===== src/hdl/pscm_pkg.sv =====
// Package for the piecewise smoothstep curve map.
// Holds widths, register indexes and the control word types; no dependencies.
package pscm_pkg;
	localparam int unsigned SAMPLE_W = 16;
	localparam int unsigned POINTS_DEFAULT = 7;
	localparam int unsigned CFG_IDX_W = 4;
	localparam int unsigned CFG_DATA_W = 32;
	localparam logic [CFG_IDX_W-1:0] REG_COUNT = 4'd0;
	localparam int unsigned QUO_W = 17;
	localparam int unsigned DEN_W = 17;

	typedef struct packed {
		logic                 bypass;
		logic signed [15:0]   direct;
		logic signed [16:0]   num;
		logic signed [16:0]   den;
		logic signed [15:0]   ya;
		logic signed [15:0]   yb;
	} seg_t;
endpackage


===== src/hdl/pscm_blend.sv =====
// Smoothstep and blend stages: t*t, then times (3-2t), then scaled difference.
// Depends on pscm_pkg.
module pscm_blend (
	input  logic             clk,
	input  logic             arst_n,
	input  logic             en,
	input  logic             vin,
	input  pscm_pkg::seg_t   seg,
	input  logic [15:0]      t,
	output logic             vout,
	output logic [15:0]      res
);
	import pscm_pkg::*;
	logic [3:0]         v_q;
	seg_t               seg_s1, seg_s2, seg_s3;
	logic [31:0]        tt_s1;
	logic [17:0]        w_s1;
	logic [15:0]        s_s2;
	logic signed [16:0] diff_s3;
	logic [15:0]        s_s3;
	logic signed [34:0] prod_s4;
	seg_t               seg_s4;
	logic [49:0]        full;
	logic signed [34:0] dlt;
	assign full = tt_s1 * w_s1;
	assign dlt = (prod_s4 < 0) ? -((-prod_s4) >>> 16) : (prod_s4 >>> 16);
	always_ff @(posedge clk or negedge arst_n) begin
		if (!arst_n) v_q <= '0;
		else if (en) v_q <= {v_q[2:0], vin};
	end
	always_ff @(posedge clk) begin
		if (en) begin
			seg_s1 <= seg;
			tt_s1 <= t * t;
			w_s1 <= 18'd196608 - {1'b0, t, 1'b0};
			seg_s2 <= seg_s1;
			s_s2 <= full[47:32];
			seg_s3 <= seg_s2;
			s_s3 <= s_s2;
			diff_s3 <= 17'(seg_s2.yb) - 17'(seg_s2.ya);
			seg_s4 <= seg_s3;
			prod_s4 <= diff_s3 * $signed({1'b0, s_s3});
		end
	end
	assign vout = v_q[3];
	assign res = seg_s4.bypass ? seg_s4.direct : 16'(seg_s4.ya + 16'(dlt));
endmodule


===== config.mk =====
export PLATFORM = sky130hd
export DESIGN_NAME = pscm_blend
export DESIGN_NICKNAME = d
export VERILOG_FILES = /design/src/hdl/pscm_pkg.sv /design/src/hdl/pscm_blend.sv
export SDC_FILE = /design/constraint.sdc
export NUM_CORES = 2
export LEC_CHECK = 0
export ABC_AREA = 1
export BUFFER_PORTS_ARGS = -buffer_cell sky130_fd_sc_hd__buf_4
export CAP_MARGIN = 20
export CORE_ASPECT_RATIO = 0.7
export CORE_MARGIN = 4
export CORE_UTILIZATION = 35
export CTS_CLUSTER_DIAMETER = 40
export DETAILED_ROUTE_END_ITERATION = 8
export GPL_TIMING_DRIVEN = 0
export PLACE_DENSITY = 0.55
export SETUP_SLACK_MARGIN = 0.02
export SLEW_MARGIN = 20
export SYNTH_ARGS = -nofsm -noshare
export SYNTH_HDL_FRONTEND = slang
export SYNTH_SLANG_ARGS = --single-unit
export TNS_END_PERCENT = 5

===== constraint.sdc =====
create_clock -name clk -period 7.2 [get_ports clk]
set_clock_uncertainty 0.2 [all_clocks]
set_input_delay 1.08 -clock clk [delete_from_list [all_inputs] [get_ports clk]]
set_output_delay 1.08 -clock clk [all_outputs]
set_load 0.02 [all_outputs]

==> results.ini <==
[status]
outcome=finished clean

[synth]
synth_seq_area_share_pct=18.7
syn_avg_cell_area_um2=8.70
synth_edf_count=293
synthesis.area_um2=47700
yosysWarnings=0
ys_types=54
synth_top_area_share_pct=37.1
async_flop_share_pct=1.35
yosys.area.top_type=fa_1
synth_seq_cells=297
synthTopCellsByArea=fa_1 37%, edfxtp_1 18%, inv_1 13%, nand2_1 9.8%, ha_1 9.6%
netlist_instances=5478
synthTopCellsByCount=1668 x inv_1, 1240 x nand2_1, 884 x fa_1
synthFlopType=edfxtp_1
synth_most_common_cell=inv_1

[global_route]
grt_pass1_wl_um=213000
grt_max_degree=93
grt.overflow.total=0
grt_usage_pct=19.5
first_global_vias=36000
antenna_found_initial=2

[drt]
ant_nets=0
wl_met1_um=65400
wl_per_cell_um=18.3
wl_met3_um=16300
wl_um=136000
routed.top_layer=met5
vias=35000
viasPerCell=4.71
wl_met2_um=52700
drt_first_pass_iters=6
initialDrtViolationCount=3110
route.detailed.drc=0

[setup_path]
worst-endpoint-arrival_ps=7260
reg2regPathDepth=20
crit_chain=clkbuf_2, nand2_1, fa_1, inv_1, fa_1, fa_1, fa_1, fa_1, inv_1, fa_1, inv_1, ha_1, nand2_1, nor2_1, inv_1, nor2_1, nand2_1, o21ai_0, a21oi_1, xnor2_1
critPathLaunchType=flop
crit-reg2reg-launch=tt_s1[16]
crit_path_start=tt_s1[16]
cp_num_buf_inv=5
reg2reg_slack_ps=70
crit_required_ps=7330
cpPeakStageDelay_ps=740
crit_slowest_cell=edfxtp_1
crit_fanout=10
crit_top_cell=fa_1
r2r_end=s_s2[7]
critPathKind=reg2reg
cp_top_family=adder cells
cp-end-kind=flop

[finish]
fillers=13700
syn2layout_area_growth_pct=11.0
fin_cells=7425
final_layout_size_suffix_gt1_share_pct=6.88
nets=6964

[clocking]
hold_buffers=0
cts_sinks=297
clk_pin_slew_worst_paths_ps=60
cts-root-buf=clkbuf_16
cts_tree=done
clkLatencyLatePin_ps=610
cts_made_buffers=52
cts_max_level=2
cts_max_path_buffers=3

[place]
pre_cts_ws_ps=-1010
gp_congestion=0.996
port_buffers=77
hpwl_um=114000
dp_cells=7331

[die]
die_w_um=449
die_h_um=317
coreArea_um2=134000
start_util_pct=35.5
die-area_um2=142000
rows=112
io_pins=120

[timing]
maxSlewViolCount=0
rsz0062_at_grt=yes
finalSetupTns_ps=0
period_minus_slack_ps=7130
hold_slack_ps=62.9
finalCritPeriodShare_pct=99.0
max_slew_margin_pct=32.1
setup_slack_ps=71.3
final_hold_viol_count=0
clock.fmax_ghz=0.140
tightest_slew_ps=1020
finalSetupViolations=0

[run]
max_cap_viol_count=0

[worst_hold_path]
min_path_type=in2async

## flip-flops by register name, indices dropped and copies added, names as in the netlist
signal	flops
seg_s3	33
diff_s3	17
s_s3	16
seg_s2	49
v_q	4
seg_s4	33
tt_s1	31
prod_s4	33
w_s1	16
s_s2	16
seg_s1	49
## routing by layer
layer / up-vias / GRT usage (%)
met5: - / 0.765
li1: 16200 / -
met2: 1280 / 26.8
met3: 97 / 6.77
met1: 17400 / 29.9
met4: 2 / 2.39
## placed cells by master (no fill, tap or decap), types with 6 or more instances in the layout
cell type  instances
buf_2              7
inv_1           1668
a21oi_1          157
a31oi_1           18
clkbuf_16         52
or2_2              8
nor2_2            20
nor2_1           165
clkbuf_1          64
nand2_1         1240
inv_6             12
nand2_2            9
nor3_1            21
nor3_2             6
xnor2_1           44
o21ai_0           68
nand4_1           19
conb_1             8
buf_12            15
xor2_1            85
o21ai_1           29
o31ai_1            9
nand3_1           60
o221ai_1           6
edfxtp_1         293
ha_1             364
nor4_1             6
clkbuf_2          86
fa_1             883
inv_8              9
buf_4             98
clkbuf_4          12
clkinv_2           6
o21a_1            13
## final cells by class
type	instances	area [um^2]	area share, %
multi-input cells	3299	31700	59.9
flip-flops and latches	297	8900	16.8
inverters	1673	6280	11.9
well taps	1767	2210	4.18
clock buffers	53	1310	2.47
repair buffers	116	1130	2.13
plain buffers	174	831	1.57
clock inverters	45	541	1.02
diodes	1	2.50	0.00473
## cell families after synthesis
logic type	count (synthesis)	synth area share (%)
AO/OA/AOI/OAI	343	4.09
XOR/XNOR	129	2.37
adder cells (fa/ha/maj)	1248	46.7
buffers and inverters	1888	14.9
flip-flops	297	18.7
multiplexers	2	0.0473
other	2	0.0158
AND/OR/NAND/NOR	1569	13.2
## repair_timing
action	in CTS	in global routing
resized for setup	69	116
setup endpoints to repair	28	34
setup buffers	2	34
## worst max path at each step
| stage | end | slack (ps) | depth (start not counted) |
|---|---|---|---|
| final | s_s2[7] | 70 | 20 |
| after global routing | prod_s4[28] | -150 | 24 |
| after CTS | s_s2[12] | 10 | 24 |
| after detailed placement | tt_s1[29] | -1010 | 25 |
| after global placement | tt_s1[29] | -990 | 25 |
| after floorplan | tt_s1[29] | 430 | 24 |
## per-stage QoR
step           cell area [um^2]  utilization [%]
6_report                  52900             39.4
5_1_grt                   52900             39.4
4_1_cts                   52500             39.1
3_5_place_dp              50600             37.7
3_3_place_gp              50500             37.6
2_1_floorplan             47700                -
Power is not shown: default switching activity piles up to over one toggle a cycle in this logic, so the estimate is an artifact.
