[src/hdl/pscm_pkg.sv]
// Package for the piecewise smoothstep curve map.
// Holds widths, register indexes and the control word types; no dependencies.
package pscm_pkg;
	localparam int unsigned SAMPLE_W = 16;
	localparam int unsigned POINTS_DEFAULT = 7;
	localparam int unsigned CFG_IDX_W = 4;
	localparam int unsigned CFG_DATA_W = 32;
	localparam logic [CFG_IDX_W-1:0] REG_COUNT = 4'd0;
	localparam int unsigned QUO_W = 17;
	localparam int unsigned DEN_W = 17;

	typedef struct packed {
		logic                 bypass;
		logic signed [15:0]   direct;
		logic signed [16:0]   num;
		logic signed [16:0]   den;
		logic signed [15:0]   ya;
		logic signed [15:0]   yb;
	} seg_t;
endpackage

[src/hdl/pscm_divider.sv]
// Pipelined restoring divider producing the clamped Q0.16 position.
// Carries the segment word alongside; depends on pscm_pkg.
module pscm_divider (
	input  logic              clk,
	input  logic              arst_n,
	input  logic              en,
	input  logic              vin,
	input  pscm_pkg::seg_t    seg,
	output logic              vout,
	output pscm_pkg::seg_t    seg_o,
	output logic [15:0]       t_o
);
	import pscm_pkg::*;
	localparam int unsigned ST = 34;
	localparam int unsigned BPS = 3;
	localparam int unsigned NS = (ST + BPS - 1) / BPS;
	logic                   vq [NS+1];
	seg_t                   sq [NS+1];
	logic [33:0]            nq [NS+1];
	logic [16:0]            dq [NS+1];
	logic [16:0]            rq [NS+1];
	logic [33:0]            qq [NS+1];
	logic                   negq [NS+1];
	logic                   an, ad;
	always_comb begin
		an = seg.num[16];
		ad = seg.den[16];
		vq[0] = vin;
		sq[0] = seg;
		nq[0] = {1'b0, (an ? 17'(-seg.num) : 17'(seg.num)), 16'd0};
		dq[0] = ad ? 17'(-seg.den) : 17'(seg.den);
		rq[0] = '0;
		qq[0] = '0;
		negq[0] = an ^ ad;
	end
	for (genvar g = 0; g < NS; g++) begin : g_st
		logic [17:0] r;
		logic [33:0] q;
		logic [33:0] nn;
		always_comb begin
			r = {1'b0, rq[g]};
			q = qq[g];
			nn = nq[g];
			for (int k = 0; k < BPS; k++) begin
				if (g * BPS + k < ST) begin
					r = {r[16:0], nn[33]};
					nn = {nn[32:0], 1'b0};
					if (r >= {1'b0, dq[g]}) begin
						r = r - {1'b0, dq[g]};
						q = {q[32:0], 1'b1};
					end else q = {q[32:0], 1'b0};
				end
			end
		end
		always_ff @(posedge clk or negedge arst_n) begin
			if (!arst_n) vq[g+1] <= 1'b0;
			else if (en) vq[g+1] <= vq[g];
		end
		always_ff @(posedge clk) begin
			if (en) begin
				sq[g+1] <= sq[g];
				nq[g+1] <= nn;
				dq[g+1] <= dq[g];
				rq[g+1] <= r[16:0];
				qq[g+1] <= q;
				negq[g+1] <= negq[g];
			end
		end
	end
	// A positive quotient of 2^16 or more saturates to the top of the Q0.16 range; a negative one gives zero.
	logic [33:0] qmag;
	assign qmag = qq[NS];
	assign vout = vq[NS];
	assign seg_o = sq[NS];
	assign t_o = (negq[NS] || qmag == '0) ? 16'd0 :
		((|qmag[33:16]) ? 16'hFFFF : qmag[15:0]);
endmodule

[config.mk]
export PLATFORM = sky130hd
export DESIGN_NAME = pscm_divider
export DESIGN_NICKNAME = d
export VERILOG_FILES = /design/src/hdl/pscm_pkg.sv /design/src/hdl/pscm_divider.sv
export SDC_FILE = /design/constraint.sdc
export NUM_CORES = 2
export LEC_CHECK = 0
export ABC_AREA = 1
export BUFFER_PORTS_ARGS = -buffer_cell sky130_fd_sc_hd__buf_2
export CAP_MARGIN = 30
export CORE_MARGIN = 10
export CORE_UTILIZATION = 55
export DETAILED_ROUTE_END_ITERATION = 8
export PLACE_DENSITY = 0.79
export SYNTH_ARGS = -nofsm -noshare
export SYNTH_HDL_FRONTEND = slang
export SYNTH_SLANG_ARGS = --single-unit
[constraint.sdc]
create_clock -name clk -period 8.45 [get_ports clk]
set_input_delay 0.845 -clock clk [delete_from_list [all_inputs] [get_ports clk]]
set_output_delay 0.845 -clock clk [all_outputs]
set_load 0.01 [all_outputs]
==> impl_metrics.py <==
metrics = {
    "routing": {
        "drt-total-wl_um": 179000,
        "drtIter0Drc": 4497,
        "firstDrtPassIters": 6,
        "remaining_drc_errors": 0,
        "ant_nets": 0,
        "post_drt_wl_per_cell_um": 18.7,
        "vias_per_cell": 5.46,
        "via_count": 52400,
    },
    "critical_path": {
        "slowest_stage": "fa_1",
        "end_kind": "register",
        "timing_worst_setup_path_type": "register to register",
        "required_ps": 8990,
        "max_stage_delay_ps": 490,
        "start_kind": "register",
        "arrival_ps": 8410,
        "cp_max_fo": 26,
        "cp.buffers_inverters": 8,
        "cp_top_family": "compound AO/OA/AOI/OAI gates",
        "crit_top_cell": "nand2_1",
    },
    "placed_design": {
        "dp_hpwl_um": 131000,
        "io_buffers": 186,
        "placed_area_um2": 85600,
        "gp_congestion": 0.929,
    },
    "global_routing": {
        "grt_pass1_wl_um": 279000,
        "grt_max_degree": 195,
        "antenna_found_initial": 5,
        "grt_usage_pct": 21.5,
        "first_global_vias": 51300,
        "grt-ovfl-total": 0,
    },
    "yosys": {
        "syn_inst": 7121,
        "synth_area_leaders": "edfxtp_1 61%, ha_1 8.5%, nand2_1 6.3%, a21oi_1 3.5%, inv_1 3.3%",
        "synth.top_cell.area_share_pct": 60.7,
        "ys_ff_latch": 1655,
        "synth_fp_nets": 7782,
        "synth_top_cell_by_area": "edfxtp_1",
        "synth-edff-count": 1643,
        "syn_area_um2": 81300,
        "ys_seq_area_share_pct": 61.0,
        "synth_ff_type": "edfxtp_1",
        "yosysUniqueCellTypes": 65,
        "syn_area_per_cell_um2": 11.4,
        "ys_warn_count": 0,
        "async_flop_share_pct": 0.725,
    },
    "die": {
        "start_util_pct": 55.2,
        "io_pins": 187,
        "row_count": 141,
        "fp.dieW_um": 405,
        "core_um2": 147000,
        "fp.dieH_um": 405,
        "die_area_um2": 164000,
    },
    "clock_tree": {
        "h-tree-depth": 4,
        "clkLatencyLatePin_ps": 810,
        "cts_tree": "done",
        "clk_path_buf_depth": 3,
        "path_clk_slew_ps": 60,
        "cts_root_buf": "clkbuf_16",
        "cts_sinks": 1655,
        "cts-buffers-inserted": 161,
    },
    "cells_and_area": {
        "area_delta_synth_final_pct": 11.8,
        "fin_util_pct": 61.7,
        "fillers": 11400,
        "final_cell_area_um2": 90900,
        "drive_gt1_share_pct": 9.84,
        "nets": 8189,
    },
    "sta": {
        "slew_violations": 0,
        "fin_crit_sh_pct": 93.2,
        "tightest_slew_ps": 998,
        "setup_violations": 0,
        "fmax_ghz": 0.127,
        "period_minus_slack_ps": 7870,
        "slew_headroom_pct": 33.4,
        "finalHoldViolCount": 0,
        "finalClockSkew_ps": 41.7,
    },
    "run": {
        "max-cap-violations": 0,
    },
    "worst_hold_path": {
        "worst_hold_path_type": "input pin to register",
    },
    "run_status": {
        "status": "completed",
    },
}
==> cell usage after synthesis (5+ instances only) <==
master,count
nor4_1,21
nor2_1,309
a211oi_1,15
o21ai_0,533
a21o_1,27
xor2_1,276
clkbuf_1,50
inv_1,716
a21boi_1,10
buf_2,33
o21ai_1,50
inv_2,24
o211ai_1,22
edfxtp_1,1643
nand3b_1,8
o2111ai_1,18
a21boi_0,16
a221oi_1,7
nor2_2,6
dfrtp_1,12
a31oi_1,44
nand2_2,14
o21a_1,11
fa_1,22
nand2_1,1368
nand3_1,196
or2_2,26
o221ai_1,5
nand4_1,66
o31ai_1,11
ha_1,552
buf_4,92
nor3_1,53
xnor2_1,198
a21oi_1,575
o21bai_1,43
==> cells in the final DEF (no fill, tap or decap), drive strengths merged, types with 18 or more instances in the layout <==
cell and instances:
nand2 1384, ha 552, nand4 66, clkinv 73, o21ai 585, nor2 316, or2 28, xor2 276
nor4 21, buf 422, o2111ai 18, o21bai 44, a21boi 27, clkbuf 198, inv 750, fa 22
edfxtp 1643, nor3 54, o211ai 22, a21o 27, xnor2 198, a31oi 44, nand3 200, a21oi 577
==> worst paths after layout <==
kind	start	to	slack [ps]	depth (start not counted)
setup reg to reg	dq[139]	rq[134]	580	47
max in group asynchronous	arst_n	vq[9]	7760	2
hold / removal	seg[15]	sq[928]	210	1
setup / recovery	dq[139]	rq[134]	580	47
hold reg to reg	qq[80]	qq[49]	390	0
min in group asynchronous	arst_n	vq[10]	460	2
==> state kept, by name (all words and copies together) (netlist names) <==
signal and flops:
dq 176, g_st.nn 26, negq 12, nq 14
qmag 34, qq 198, rq 187, seg_o 83
sq 913, vout 1, vq 11
==> per-layer routing <==
| layer | GRT usage (%) | up-vias | share of wire, % |
|---|---|---|---|
| met5 | 0 | - | 0 |
| met4 | 7.42 | 0 | 3.2 |
| met3 | 3.06 | 319 | 5.1 |
| met2 | 36.7 | 1409 | 49 |
| met1 | 28.0 | 24800 | 43 |
| li1 | - | 25900 | - |
==> worst reg2reg max path: cells and delay by family (launching register included) <==
kind,cells,cell delay (ps)
adders and majority gates,3,1210
and+or+nand+nor,21,1790
buffers and inverters,8,1250
AOI/OAI and AO/OA,15,2860
DFF,1,480
==> final cells by class <==
cell class | instances | area (µm²) | share of cell area (%)
Inverter | 741 | 2790 | 3.07
Timing Repair Buffer | 423 | 2950 | 3.25
Tap cell | 1930 | 2410 | 2.66
Clock inverter | 100 | 1050 | 1.16
Sequential cell | 1655 | 49600 | 54.6
Clock buffer | 198 | 4210 | 4.63
Antenna cell | 6 | 15.0 | 0.0165
Multi-Input combinational cell | 4546 | 27900 | 30.6
==> through the flow <==
step	std cells	hold slack, ps	TNS [ps]	setup WS [ps]
floorplan	7121	400	0	1220
global placement	9289	400	0	295
detailed placement	9289	405	0	233
CTS	9588	125	0	195
global route	9598	164	-31.7	-31.7
finish	9599	210	0	578
==> kinds of logic (layout without fill, tap and decap cells) <==
family                   after synthesis  after routing  share of synthesized area (%)
other                                  0              6                              0
flip-flops                          1655           1655                           61.0
XOR/XNOR                             474            474                           5.11
multiplexers                           1              1                         0.0138
adder cells (fa/ha/maj)              574            574                           9.03
AND/OR/NAND/NOR                     2090           2090                           10.6
AO/OA/AOI/OAI                       1407           1407                           9.45
buffers and inverters                920           1462                           4.75
==> repair_timing <==
action                     CTS  global route
setup endpoints to repair    0            96
buffers inserted             0             5
hold endpoints to repair    12             0
gates resized for setup      0            23
hold buffers                 1             0
Power is not shown: default switching activity piles up to over one toggle a cycle in this logic, so the estimate is an artifact.
