--- src/hdl/pscm_pkg.sv ---
// Package for the piecewise smoothstep curve map.
// Holds widths, register indexes and the control word types; no dependencies.
package pscm_pkg;
	localparam int unsigned SAMPLE_W = 16;
	localparam int unsigned POINTS_DEFAULT = 7;
	localparam int unsigned CFG_IDX_W = 4;
	localparam int unsigned CFG_DATA_W = 32;
	localparam logic [CFG_IDX_W-1:0] REG_COUNT = 4'd0;
	localparam int unsigned QUO_W = 17;
	localparam int unsigned DEN_W = 17;

	typedef struct packed {
		logic                 bypass;
		logic signed [15:0]   direct;
		logic signed [16:0]   num;
		logic signed [16:0]   den;
		logic signed [15:0]   ya;
		logic signed [15:0]   yb;
	} seg_t;
endpackage

--- src/hdl/pscm_segment.sv ---
// Segment selection stage: compares the sample with every breakpoint in use.
// Depends on pscm_pkg.
module pscm_segment #(parameter int unsigned MAX_POINTS = 7) (
	input  logic                         clk,
	input  logic                         arst_n,
	input  logic                         en,
	input  logic                         vin,
	input  logic signed [15:0]           v,
	input  logic [2:0]                   count,
	input  logic [MAX_POINTS-1:0][31:0]  pts,
	output logic                         vout,
	output pscm_pkg::seg_t               seg_s1
);
	import pscm_pkg::*;
	localparam int unsigned IW = $clog2(MAX_POINTS);
	logic [2:0] n;
	logic [IW-1:0] bi, ai, li;
	logic signed [15:0] xa, xb, xl, x0;
	seg_t nxt;
	always_comb begin
		n = (count > 3'(MAX_POINTS)) ? 3'(MAX_POINTS) : count;
		li = (n >= 3'd1) ? IW'(n - 3'd1) : '0;
		bi = li;
		for (int i = MAX_POINTS - 1; i >= 1; i--) begin
			if (i < n && $signed(pts[i][31:16]) > v) bi = IW'(i);
		end
		ai = (bi == '0) ? '0 : bi - IW'(1);
		xa = $signed(pts[ai][31:16]);
		xb = $signed(pts[bi][31:16]);
		xl = $signed(pts[li][31:16]);
		x0 = $signed(pts[0][31:16]);
		nxt.bypass = 1'b1;
		nxt.num = 17'(v) - 17'(xa);
		nxt.den = 17'(xb) - 17'(xa);
		nxt.ya = $signed(pts[ai][15:0]);
		nxt.yb = $signed(pts[bi][15:0]);
		if (n < 3'd2) nxt.direct = v;
		else if (v <= x0) nxt.direct = $signed(pts[0][15:0]);
		else if (v >= xl) nxt.direct = $signed(pts[li][15:0]);
		else if (xa == xb) nxt.direct = nxt.yb;
		else begin
			nxt.direct = nxt.yb;
			nxt.bypass = 1'b0;
		end
	end
	always_ff @(posedge clk or negedge arst_n) begin
		if (!arst_n) vout <= 1'b0;
		else if (en) vout <= vin;
	end
	always_ff @(posedge clk) begin
		if (en) seg_s1 <= nxt;
	end
endmodule

--- config.mk ---
export PLATFORM = sky130hd
export DESIGN_NAME = pscm_segment
export DESIGN_NICKNAME = d
export VERILOG_FILES = /design/src/hdl/pscm_pkg.sv /design/src/hdl/pscm_segment.sv
export SDC_FILE = /design/constraint.sdc
export NUM_CORES = 1
export LEC_CHECK = 0
export BUFFER_PORTS_ARGS = -buffer_cell sky130_fd_sc_hd__buf_2
export CAP_MARGIN = 20
export CORE_ASPECT_RATIO = 0.8
export CORE_MARGIN = 4
export CORE_UTILIZATION = 61
export CTS_BUF_LIST = sky130_fd_sc_hd__clkbuf_8
export DETAILED_ROUTE_END_ITERATION = 10
export PLACE_DENSITY = 0.88
export SYNTH_ARGS = -nofsm -noshare
export SYNTH_HDL_FRONTEND = slang
export SYNTH_SLANG_ARGS = --single-unit
--- constraint.sdc ---
create_clock -name clk -period 2 [get_ports clk]
set_clock_uncertainty 0.05 [all_clocks]
set_input_delay 0.6 -clock clk [delete_from_list [all_inputs] [get_ports clk]]
set_output_delay 0.6 -clock clk [all_outputs]
set_load 0.03 [all_outputs]
==> impl_metrics.tcl, run 1 <==
set metrics [dict create \
    io_buffers 330 \
    ys_async_sr_fraction 0.0119 \
    cts_max_level 3 \
    haltStage "clock tree synthesis" \
    syn_area_um2 13300 \
    syn_avg_cell_area_um2 8.01 \
    ys_ff_latch 84 \
    cts_buffer_depth 2 \
    die_w_um 173 \
    start_util 0.630 \
    cts_sinks 84 \
    netlist_instances 1655 \
    yosysUniqueCellTypes 77 \
    seq_area_frac_synth 0.190 \
    dp_hpwl_mm 56.7 \
    placed_cell_area_um2 18700 \
    cts_resized 277 \
    io_pins 331 \
    synth_ff_type "edfxtp_1" \
    cts_made_buffers 9 \
    cts_hold_buffers 1 \
    root_buffer "clkbuf_8" \
    tool.error "[ERROR DPL-0033] detailed placement checks failed during check placement." \
    cts_setup_buffers 66 \
    yosysWarnings 0 \
    gp_congestion 1.22 \
    synth_edf_count 83 \
    syn-num-nets 2066 \
    die_h_um 140 \
    rows 47 \
    dp_cells 2616 \
    status "did not finish" \
]
-- cells in the mapped netlist, drive strengths merged (11+ instances only) --
library cell,count,area share
buf,34,0.012
a211oi,47,0.027
nor2,90,0.027
nor3b,15,0.0085
nor3,50,0.020
a21o,43,0.024
a21oi,123,0.046
a31oi,17,0.0080
mux4,16,0.027
inv,73,0.021
o21ai,122,0.046
clkbuf,73,0.021
nand4,24,0.011
nor2b,18,0.0085
mux2,53,0.045
xnor2,17,0.011
edfxtp,83,0.19
o211a,15,0.011
nand2,203,0.057
a22oi,18,0.010
nand3,43,0.016
ha,162,0.15
and3,13,0.0061
o2bb2ai,11,0.0073
o211ai,29,0.016
a211o,20,0.013
o22ai,39,0.018
a221o,15,0.011
mux2i,45,0.034
-- logic make-up after synthesis --
family / Yosys count / share of synthesized area
xor gates and xnor gates: 20 / 0.0132
and+or+nand+nor: 500 / 0.178
adders and majority gates: 164 / 0.156
DFF: 84 / 0.190
muxes: 114 / 0.106
buffers and inverters: 181 / 0.0541
AOI/OAI and AO/OA: 592 / 0.303
-- metrics by stage --
step	TNS, ps	worst slack, ps
after floorplan	-218180	-4090
after global placement	-269440	-4430
after detailed placement	-287370	-4940
==> inputs of run 2 (changes only) <==
--- a/config.mk
+++ b/config.mk
@@ -7,12 +7,10 @@
 export LEC_CHECK = 0
 export BUFFER_PORTS_ARGS = -buffer_cell sky130_fd_sc_hd__buf_2
 export CAP_MARGIN = 20
-export CORE_ASPECT_RATIO = 0.8
 export CORE_MARGIN = 4
-export CORE_UTILIZATION = 61
-export CTS_BUF_LIST = sky130_fd_sc_hd__clkbuf_8
+export CORE_UTILIZATION = 40
 export DETAILED_ROUTE_END_ITERATION = 10
-export PLACE_DENSITY = 0.88
+export PLACE_DENSITY_LB_ADDON = 0.15
 export SYNTH_ARGS = -nofsm -noshare
 export SYNTH_HDL_FRONTEND = slang
 export SYNTH_SLANG_ARGS = --single-unit
==> impl_metrics.tcl, run 2 <==
set metrics [dict create \
    irDropWorstVdd_v 0.00113 \
    reg_top3 "seg_s1 (83), vout (1)" \
    switching_share 0.455 \
    fmax_ghz 0.168 \
    finalPower_w 0.0227 \
    hold_class "in2reg" \
    syn_area_um2 13300 \
    syn-num-nets 2066 \
    synthTopCellsByArea "edfxtp_1, ha_1, nand2_1, a21oi_1, o21ai_0" \
    cts_max_level 3 \
    ys_ff_latch 84 \
    worstPathArrival_ps 6050 \
    critPathCaptureType "flop" \
    drt_wl_total_mm 78.6 \
    relSlewSlack 0.584 \
    synth_ff_type "edfxtp_1" \
    worstSetupStartpointType "input pin" \
    slowest_delay_ps 530 \
    regArea_um2 2520 \
    grt_max_degree 34 \
    p_int_w 0.0124 \
    antenna_found_initial 3 \
    fillCellCount 2646 \
    io_buffers 330 \
    post-route-period-util 2.98 \
    drive_above_1_share 0.517 \
    worst_hold_slack_ps 404 \
    power_density_nw_per_um2 1000 \
    grt.overflow.total 0 \
    syn_to_final_growth_pct 70.9 \
    cts_buffer_depth 2 \
    setup_slack_ps -3970 \
    slew_violations 0 \
    synth_top_area_frac 0.188 \
    grt_pass1_wl_mm 110 \
    cts_made_buffers 9 \
    multiInputGateArea_um2 11700 \
    grt_pass1_vias 18081 \
    io_pins 331 \
    cp_slowest_cell "or4_4" \
    final_cell_mix "buf_4, buf_2, nand2_1, ha_1, a21oi_1" \
    synth_edf_count 83 \
    viasPerCell 6.25 \
    worstPathRequired_ps 2080 \
    yosysUniqueCellTypes 77 \
    setup_violations 83 \
    syn_avg_cell_area_um2 8.01 \
    yosys.cell_count.top_type "nand2_1" \
    gp_congestion 1.03 \
    sequentialPowerShare 0.136 \
    seq_area_frac_synth 0.190 \
    pre_cts_ws_ps -4680 \
    rsz0062_at_grt "true" \
    rows 66 \
    drt_iter0_markers 2012 \
    violations "setup timing" \
    p_comb_frac 0.774 \
    nNetsFinal 2930 \
    hold_violations 0 \
    final_common_cell "buf_4" \
    worstSetupPathType "in2reg" \
    dieArea_um2 36100 \
    max-cap-violations 0 \
    power.leakage_nw 10.4 \
    yosysWarnings 0 \
    synth_common_cells "nand2_1, ha_1, a21oi_1, o21ai_0, nor2_1" \
    largest_reg_flops 83 \
    drc 0 \
    fin_crit_ps 5970 \
    cts_sinks 84 \
    fin_cells 2968 \
    ys_async_sr_fraction 0.0119 \
    dp_cells 2853 \
    start_util 0.406 \
    clockPowerShare 0.090 \
    ant_nets 0 \
    fp.coreArea_um2 32600 \
    p_sw_w 0.0103 \
    cp_max_fo 4 \
    root_buffer "clkbuf_16" \
    die_h_um 190 \
    top_register "seg_s1" \
    track_usage 0.404 \
    drt-wirelength-per-cell_um 26.5 \
    synth_top_area_cell "edfxtp_1" \
    via_count 18557 \
    dp_hpwl_mm 59.3 \
    die_w_um 190 \
    clkTransAtPathRegs_ps 70 \
    netlist_instances 1655 \
    worst_pin_slew_ps 617 \
    first_pass_iters 6 \
    clock_latency_ps 380 \
    cts_tree "yes" \
    status "finished, violations left" \
]
[run 2: metal layers]
metal  wire length, um  GRT usage  vias to the layer above
li1                  -          -                     8131
met1             29800      0.503                     8855
met2             34400      0.640                     1241
met3              8120     0.0824                      326
met4              6380      0.257                        4
met5                33          0                        -
[run 2: repair_timing]
item                                    in CTS  in global routing
buffers inserted                            67                 32
cloned                                       5                  6
endpoints found under the hold margin        1                  0
pin swaps                                  126                 72
endpoints found under the setup margin      83                 83
hold buffers                                 1                  0
resized for setup                          300                142
[run 2: path summary, 6_finish.rpt]
| check | cells past startpoint | end | slack (ps) | from |
|---|---|---|---|---|
| worst max-delay path | 29 | seg_s1[47] | -3970 | v[8] |
| max in group asynchronous | 2 | vout | 1350 | arst_n |
| worst min register to register | 1 | vout | 460 | vout |
| min in group asynchronous | 2 | vout | 470 | arst_n |
| worst min-delay path | 2 | vout | 400 | vin |
| worst max register to register | 1 | vout | 1210 | vout |
[run 2: final cells by class]
cell class / count / share of cell area
multi-input combinational: 1391 / 0.515
timing repair buffer: 959 / 0.321
sequential: 84 / 0.111
tap: 442 / 0.0244
inverter: 74 / 0.0133
clock buffer: 12 / 0.0104
clock inverter: 4 / 0.00436
antenna: 2 / 0.000221
[run 2: logic make-up after synthesis]
logic type                 share of synthesized area
DFF                                            0.190
AOI/OAI and AO/OA                              0.303
muxes                                          0.106
xor gates and xnor gates                      0.0132
buffers and inverters                         0.0541
adders and majority gates                      0.156
and+or+nand+nor                                0.178
[run 2: power by group through the flow]
| stage | clock network (W) | registers (W) | logic, W |
|---|---|---|---|
| global placement | 0 | 0.00310 | 0.0134 |
| floorplan | 0 | 0.00436 | 0.00631 |
| global route | 0.00212 | 0.00314 | 0.0184 |
| CTS | 0.00204 | 0.00309 | 0.0156 |
| finish | 0.00204 | 0.00309 | 0.0176 |
| detailed placement | 0 | 0.00311 | 0.0136 |
[run 2: metrics by stage]
step / instance area, um2 / TNS [ps] / utilization
global route: 22700 / -233680 / 0.695
detailed placement: 19400 / -286460 / 0.595
floorplan: 13700 / -218180 / -
finish: 22700 / -227900 / 0.695
global placement: 19400 / -279360 / 0.595
CTS: 21700 / -214910 / 0.664
[run 2: worst max-delay path, delay by kind of cell]
family	cells	cell delay (ps)
adders and majority gates	2	510
and+or+nand+nor	7	1590
AOI/OAI and AO/OA	12	2430
buffers and inverters	7	810
xor gates and xnor gates	1	110
No activity file was read; power rests on OpenSTA's default activity.
